## config.mk

```make
export PLATFORM = sky130hd
export DESIGN_NAME = rotate_bits_along_mask_unit_flat
export DESIGN_NICKNAME = d
export VERILOG_FILES = /design/src/rtl/core/rbm_pkg.sv /design/src/rtl/core/rbm_in_if.sv /design/src/rtl/core/rbm_out_if.sv /design/src/rtl/core/rotate_bits_along_mask_unit.sv /design/src/rtl/core/rbm_pass.sv /design/src/flat_wrapper.sv
export SDC_FILE = /design/constraint.sdc
export NUM_CORES = 2
export LEC_CHECK = 0
export ABC_AREA = 1
export CAP_MARGIN = 20
export CELL_PAD_IN_SITES_DETAIL_PLACEMENT = 2
export CELL_PAD_IN_SITES_GLOBAL_PLACEMENT = 2
export CORE_ASPECT_RATIO = 1.2
export CORE_MARGIN = 2
export CORE_UTILIZATION = 38
export DETAILED_ROUTE_END_ITERATION = 10
export DONT_BUFFER_PORTS = 1
export PLACE_DENSITY = 0.88
export SLEW_MARGIN = 25
export SYNTH_ARGS = -nofsm -noshare
export SYNTH_HDL_FRONTEND = slang
export SYNTH_SLANG_ARGS = --single-unit
export TNS_END_PERCENT = 30
```

## constraint.sdc

```tcl
create_clock -name clk -period 7.38 [get_ports clk]
set_input_delay 0 -clock clk [delete_from_list [all_inputs] [get_ports clk]]
set_output_delay 0 -clock clk [all_outputs]
set_load 0.01 [all_outputs]
```

## src/rtl/core/rbm_pkg.sv

```systemverilog
// Package of the rotate-along-mask unit: widths, stage word type, rotation helper.
`default_nettype none

package rbm_pkg;

    // Number of positions handled; one pipeline stage per pass
    localparam int NUM_POSITIONS = 9;
    // Width of the set fields on the channels
    localparam int FIELD_W = 9;
    // Width of a rotation amount, able to hold NUM_POSITIONS itself
    localparam int AMT_W = $clog2(NUM_POSITIONS + 1);

    typedef logic [NUM_POSITIONS-1:0] pos_t;
    typedef logic [AMT_W-1:0] amt_t;

    // Word carried between the pass stages
    typedef struct packed {
        logic up;      // 1: rotate toward higher positions
        pos_t bits;    // selected bits not yet placed
        pos_t mask;    // positions still free
        pos_t result;  // positions taken so far
    } stage_t;

    // Circular rotation within NUM_POSITIONS bits, amount 1..NUM_POSITIONS
    function automatic pos_t rot(pos_t x, amt_t a, logic up);
        logic [2*NUM_POSITIONS-1:0] w;
        logic [2*NUM_POSITIONS-1:0] s;
        pos_t r;
        w = {x, x};
        if (up)
        begin
            s = w << a;
            r = s[2*NUM_POSITIONS-1:NUM_POSITIONS];
        end
        else
        begin
            s = w >> a;
            r = s[NUM_POSITIONS-1:0];
        end
        return r;
    endfunction

endpackage

`default_nettype wire

```

## src/rtl/core/rbm_in_if.sv

```systemverilog
// Input channel of the rotate-along-mask unit: direction, selected set, allowed mask.
`default_nettype none

interface rbm_in_if;
    logic                         valid;
    logic                         ready;
    logic                         kind;
    logic [rbm_pkg::FIELD_W-1:0]  selected_set;
    logic [rbm_pkg::FIELD_W-1:0]  allowed_mask;

    modport source (output valid, kind, selected_set, allowed_mask, input ready);
    modport sink   (input valid, kind, selected_set, allowed_mask, output ready);
endinterface

`default_nettype wire

```

## src/rtl/core/rbm_out_if.sv

```systemverilog
// Output channel of the rotate-along-mask unit: the moved set.
`default_nettype none

interface rbm_out_if;
    logic                         valid;
    logic                         ready;
    logic [rbm_pkg::FIELD_W-1:0]  moved_set;

    modport source (output valid, moved_set, input ready);
    modport sink   (input valid, moved_set, output ready);
endinterface

`default_nettype wire

```

## src/rtl/core/rotate_bits_along_mask_unit.sv

```systemverilog
// Top level of the rotate-along-mask unit: input preparation and the chain of pass stages.
//
//  channel | dir | fields                              | handshake
//  --------+-----+-------------------------------------+------------
//  item    | in  | kind, selected_set, allowed_mask    | valid/ready
//  result  | out | moved_set                           | valid/ready
//
// One pass per stage, NUM_POSITIONS stages, each one a register.
// A new word is taken every cycle while results are taken; the pass stage chain sets the rate.
// Reset clears only the stage valid bits; data registers are not reset.
// A stalled result holds in the last stage; each stage holds while the one after is full.
`default_nettype none

module rotate_bits_along_mask_unit (
    input  wire logic  clk,
    input  wire logic  rst_n,
    rbm_in_if.sink     item,
    rbm_out_if.source  result
);

    localparam int N = rbm_pkg::NUM_POSITIONS;

    logic            stage_valid [N+1];
    logic            stage_ready [N+1];
    rbm_pkg::stage_t stage_data  [N+1];
    rbm_pkg::pos_t   in_bits;
    rbm_pkg::pos_t   in_mask;

    // Trim to the position count; an empty mask returns the set unchanged
    assign in_bits = rbm_pkg::pos_t'(item.selected_set);
    assign in_mask = rbm_pkg::pos_t'(item.allowed_mask);

    always_comb
    begin
        stage_data[0].up   = !item.kind;
        stage_data[0].mask = in_mask;
        if (in_mask == '0)
        begin
            stage_data[0].bits   = '0;
            stage_data[0].result = in_bits;
        end
        else
        begin
            stage_data[0].bits   = in_bits;
            stage_data[0].result = '0;
        end
    end

    assign stage_valid[0] = item.valid;
    assign item.ready     = stage_ready[0];

    // Pass stages
    for (genvar g = 0; g < N; g++)
    begin : g_pass
        rbm_pass u_pass (
            .clk      (clk),
            .rst_n    (rst_n),
            .up_valid (stage_valid[g]),
            .up_ready (stage_ready[g]),
            .up_data  (stage_data[g]),
            .dn_valid (stage_valid[g+1]),
            .dn_ready (stage_ready[g+1]),
            .dn_data  (stage_data[g+1])
        );
    end

    assign result.valid     = stage_valid[N];
    assign stage_ready[N]   = result.ready;
    assign result.moved_set = rbm_pkg::FIELD_W'(stage_data[N].result);

endmodule

`default_nettype wire

```

## src/rtl/core/rbm_pass.sv

```systemverilog
// One pass stage: finds the smallest landing rotation, places the landed bits, registers.
`default_nettype none

module rbm_pass (
    input  wire logic            clk,
    input  wire logic            rst_n,
    input  wire logic            up_valid,
    output logic                 up_ready,
    input  wire rbm_pkg::stage_t up_data,
    output logic                 dn_valid,
    input  wire logic            dn_ready,
    output rbm_pkg::stage_t      dn_data
);

    rbm_pkg::pos_t   cand [rbm_pkg::NUM_POSITIONS];
    rbm_pkg::pos_t   back [rbm_pkg::NUM_POSITIONS];
    rbm_pkg::pos_t   hit;
    rbm_pkg::pos_t   first;
    rbm_pkg::pos_t   found;
    rbm_pkg::pos_t   landed;
    rbm_pkg::stage_t data_next;
    rbm_pkg::stage_t data_reg;
    logic            vld_reg;
    logic            load;

    // Every rotation amount tried side by side; back[] is the landed source bits
    always_comb
    begin
        for (int a = 0; a < rbm_pkg::NUM_POSITIONS; a++)
        begin
            cand[a] = rbm_pkg::rot(up_data.bits, rbm_pkg::amt_t'(a + 1), up_data.up)
                      & up_data.mask;
            back[a] = rbm_pkg::rot(cand[a], rbm_pkg::amt_t'(a + 1), !up_data.up);
            hit[a]  = |cand[a];
        end
    end

    // Smallest amount wins: isolate lowest set bit of the hit vector
    assign first = hit & (~hit + rbm_pkg::pos_t'(1));

    always_comb
    begin
        found  = '0;
        landed = '0;
        for (int a = 0; a < rbm_pkg::NUM_POSITIONS; a++)
        begin
            if (first[a])
            begin
                found  = found | cand[a];
                landed = landed | back[a];
            end
        end
    end

    // Nothing lands when bits or mask is empty, so the word passes unchanged
    always_comb
    begin
        data_next.up     = up_data.up;
        data_next.bits   = up_data.bits ^ landed;
        data_next.mask   = up_data.mask ^ found;
        data_next.result = up_data.result | found;
    end

    // Stage holds while its word is unread downstream
    assign load     = !vld_reg || dn_ready;
    assign up_ready = load;

    always_ff @(posedge clk or negedge rst_n)
    begin
        if (!rst_n)
        begin
            vld_reg <= 1'b0;
        end
        else if (load)
        begin
            vld_reg <= up_valid;
        end
    end

    always_ff @(posedge clk)
    begin
        if (load && up_valid)
        begin
            data_reg <= data_next;
        end
    end

    assign dn_valid = vld_reg;
    assign dn_data  = data_reg;

endmodule

`default_nettype wire

```

## src/flat_wrapper.sv

```systemverilog
// flat-port wrapper written by rule: the top's interface ports become plain ports
module rotate_bits_along_mask_unit_flat 
  (clk, rst_n, item_valid, item_kind, item_selected_set, item_allowed_mask, item_ready, result_valid, result_moved_set, result_ready);
  rbm_in_if item_i ();
  rbm_out_if result_i ();
  input  wire logic clk;
  input  wire logic rst_n;
  input wire logic [$bits(item_i.valid)-1:0] item_valid;
  input wire logic [$bits(item_i.kind)-1:0] item_kind;
  input wire logic [$bits(item_i.selected_set)-1:0] item_selected_set;
  input wire logic [$bits(item_i.allowed_mask)-1:0] item_allowed_mask;
  output wire logic [$bits(item_i.ready)-1:0] item_ready;
  output wire logic [$bits(result_i.valid)-1:0] result_valid;
  output wire logic [$bits(result_i.moved_set)-1:0] result_moved_set;
  input wire logic [$bits(result_i.ready)-1:0] result_ready;
  assign item_i.valid = item_valid;
  assign item_i.kind = item_kind;
  assign item_i.selected_set = item_selected_set;
  assign item_i.allowed_mask = item_allowed_mask;
  assign item_ready = item_i.ready;
  assign result_valid = result_i.valid;
  assign result_moved_set = result_i.moved_set;
  assign result_i.ready = result_ready;
  rotate_bits_along_mask_unit u_core (.clk(clk), .rst_n(rst_n), .item(item_i), .result(result_i));
endmodule
```

==> metrics.txt <==
status=finished clean; Mapped Area=32200 um2; Initial Util=38.1%; Fin Clk Skew=0.0432 ns; post-route antenna net violation count=0; Leak=15.0 nW; total number of vias=44000; Post-Route WL=205000 um; post-synth top area cell=edfxtp_1; clock insertion delay at the later pin of the skew report=0.62 ns; final hold vios=0; crit path launch type=register; Power Dens Cells=377 nW/um2; Rows=117; Root Buffer=clkbuf_16; P&R area growth vs syn=4.64%; DR DRC count=0; worst reg-to-reg setup slack=2.00 ns; Multi-input gate area=20800 um2; top-area cell type share of the netlist area=21.7%; CTS Buffer Depth=3; WHS Path Cells=6; maxcap violations=0; worst slew pin tran=1.14 ns; peak supply drop=0.000147 V; post-synthesis compound-gate area fraction=24.7%; Post-synth top flop=edfxtp_1; CP Capture Type=register; die area=87200 um2; EDFF count, synth=233; overall routing resource usage=45.1%; Die Height=323 um; sequential share of the synthesized area=22.4%; crit path max fanout=17; critical path type=register to register; simple-gate portion of the synthesized area=39.7%; R2R depth=15; DP HPWL=149000 um; R2R Path Start=u_core.g_pass[2].u_pass.dn_data[27]$_DFFE_PP_; R2R Path End=u_core.g_pass[3].u_pass.dn_data[17]$_DFFE_PP_; RSZ-0062 raised after global routing=false; Clock Pin Slew Worst Setup and Hold Paths=0.07 ns; initial drt markers=4952; routability congestion estimate from global placement=1.02; most frequent cell after synthesis=nand2_1; Syn Nets=5570; Arr. time, crit path=5.69 ns; share of cells above drive strength 1=5.71%; Synth Warn #=0; Netlist cell types=60; Register Area=7220 um2; Synth Area in Adders=0%; f_max=186 MHz; vias per std cell=6.77; Final Non-Filler Cells=6491; most frequent cells after synthesis=nand2_1 (1281), inv_1 (683), nor2_1 (620), a21oi_1 (486), o22ai_1 (445); critical path data required time=7.69 ns; filler instances=10900; fin crit period=5.38 ns; first-pass GRT wire length=301000 um; total core area=84500 um2; most area-consuming cells after synthesis=edfxtp_1 (22%), nand2_1 (15%), o22ai_1 (8.6%), inv_1 (8.0%), a21oi_1 (7.5%); Mapped Avg Cell Area=5.81 um2; Setup TNS Final=0 ns; Seq cells post-synth=242; CTS Buf Count=29; fin. max-slew vios=0; fin crit share=72.9%; Slew headroom=23.7%; Final nets=5359; Port Buf Inserts=0; CTS tree=done; largest net degree at the start of global routing=76; hold path startpoint=item_allowed_mask[5]; postcts setup bufs=0; Ports=34; Sink Count=242; Syn Inst Count=5547; vias in the first global route=45800; die width=270 um; Detailed Routing Iterations Pass 1=8; Hold Path Sink=u_core.g_pass[0].u_pass.dn_data[5]$_DFFE_PP_; ys async rst share=3.72%; Inst Count DP=6412; WL/cell=31.6 um; initial antenna violation count=6; total grt overflow=0; maximum level of the CTS H-tree=1; largest family of logic cells by synthesized area=simple AND/OR/NAND/NOR gates; post-synthesis mux area share=0%; Tightest Hold Check Type=input pin to register; final setup violation count=0; XOR/XNOR share of the synthesized area=0%
-- critical path, cell delays in order (launching register included) --
cell and delay [ns]:
edfxtp_1 1.10, inv_2 0.28, nand2_1 0.52, inv_1 0.25, o21ai_1 0.24, nand4_1 0.17, nor3_2 0.53, inv_1 0.19
nor2_4 0.41, nand2_2 0.21, nor2_2 0.59, nand2_1 0.13, nand4_1 0.17, nor2_1 0.10, nand2_1 0.09, nor2_1 0.04
-- cells by family after synthesis --
| group | Yosys count |
|---|---|
| AO/OA/AOI/OAI | 1422 |
| buffers and inverters | 1059 |
| AND/OR/NAND/NOR | 2824 |
| flip-flops | 242 |
-- power breakdown --
part / internal [mW] / switching [mW] / total, mW / leakage, nW
clock: 0.856 / 0.689 / 1.54 / 0.456
combinational: 1.92 / 6.16 / 8.07 / 12.2
sequential: 2.19 / 0.919 / 3.10 / 2.37
total: 4.96 / 7.76 / 12.7 / 15.0
-- through the flow --
step	power [mW]	cell area (um2)	setup WS, ns	hold WS, ns	util, %
CTS	12.3	33700	2.35	0.00212	39.9
detailed placement	10.6	32500	2.38	-0.292	38.5
floorplan	7.55	32200	4.45	-0.296	-
global route	13.2	33700	1.93	0.0496	39.9
global placement	10.4	32500	2.56	-0.292	38.5
finish	12.7	33700	2.00	0.0276	39.9
-- layout by cell type, fill, tap and decap left out, drive strengths merged, types with 5 or more instances in the layout --
| cell type | synthesis | layout |
|---|---|---|
| o221ai | 5 | 5 |
| nand2 | 1329 | 1329 |
| o21a | 5 | 5 |
| a21oi | 487 | 487 |
| a211oi | 5 | 5 |
| a21o | 6 | 6 |
| diode | 0 | 5 |
| inv | 724 | 726 |
| clkinv | 36 | 46 |
| o21bai | 5 | 5 |
| nand2b | 7 | 7 |
| and3 | 6 | 6 |
| o211ai | 8 | 8 |
| clkbuf | 161 | 32 |
| or2 | 30 | 30 |
| buf | 138 | 34 |
| nor3b | 6 | 6 |
| and2 | 5 | 5 |
| nor4 | 13 | 13 |
| nor3 | 136 | 136 |
| nand3b | 31 | 31 |
| nor2 | 668 | 668 |
| o2111ai | 6 | 6 |
| dlygate4sd3 | 0 | 23 |
| dfrtp | 9 | 9 |
| nand4 | 224 | 224 |
| edfxtp | 233 | 233 |
| o22ai | 445 | 445 |
| o21ai | 430 | 430 |
| nand3 | 368 | 368 |
-- sequential cells by signal (all words and copies together) (netlist names) --
| register | cells |
|---|---|
| u_core.g_pass.u_pass.dn_data | 233 |
| u_core.g_pass.u_pass.dn_valid | 9 |
-- how the worst max path moves through the flow --
stage | startpoint | endpoint | slack [ns] | cells after the start
6_report | u_core.g_pass[2].u_pass.dn_data[27]$_DFFE_PP_ | u_core.g_pass[3].u_pass.dn_data[17]$_DFFE_PP_ | 2.00 | 15
5_1_grt | u_core.g_pass[2].u_pass.dn_data[27]$_DFFE_PP_ | u_core.g_pass[3].u_pass.dn_data[17]$_DFFE_PP_ | 1.93 | 15
4_1_cts | u_core.g_pass[2].u_pass.dn_data[27]$_DFFE_PP_ | u_core.g_pass[3].u_pass.dn_data[17]$_DFFE_PP_ | 2.35 | 15
3_5_place_dp | u_core.g_pass[2].u_pass.dn_data[27]$_DFFE_PP_ | u_core.g_pass[3].u_pass.dn_data[17]$_DFFE_PP_ | 2.38 | 15
3_3_place_gp | u_core.g_pass[2].u_pass.dn_data[27]$_DFFE_PP_ | u_core.g_pass[3].u_pass.dn_data[12]$_DFFE_PP_ | 2.56 | 15
2_1_floorplan | u_core.g_pass[8].u_pass.dn_valid$_DFFE_PN0P_ | u_core.g_pass[0].u_pass.dn_data[0]$_DFFE_PP_ | 4.45 | 19
-- repair_timing --
action,in CTS,in global routing
hold buffers,23,0
resized for setup,0,0
hold endpoints to repair,77,0
-- final cells by class --
class | instances | area share (%)
well taps | 1130 | 4.19
inverters | 760 | 8.46
flip-flops and latches | 242 | 21.4
clock buffers | 32 | 2.19
clock inverters | 19 | 0.612
multi-input cells | 4246 | 61.7
diodes | 5 | 0.0371
repair buffers | 57 | 1.44
-- layer usage --
| layer | GRT usage, % | up-vias | wire, um |
|---|---|---|---|
| met4 | 35.0 | 6 | 19300 |
| met2 | 77.8 | 2691 | 96400 |
| li1 | - | 18500 | - |
| met3 | 6.55 | 1055 | 15000 |
| met5 | 0 | - | 40 |
| met1 | 50.2 | 21700 | 74300 |
Note: power is estimated with default switching activity, not from simulation.
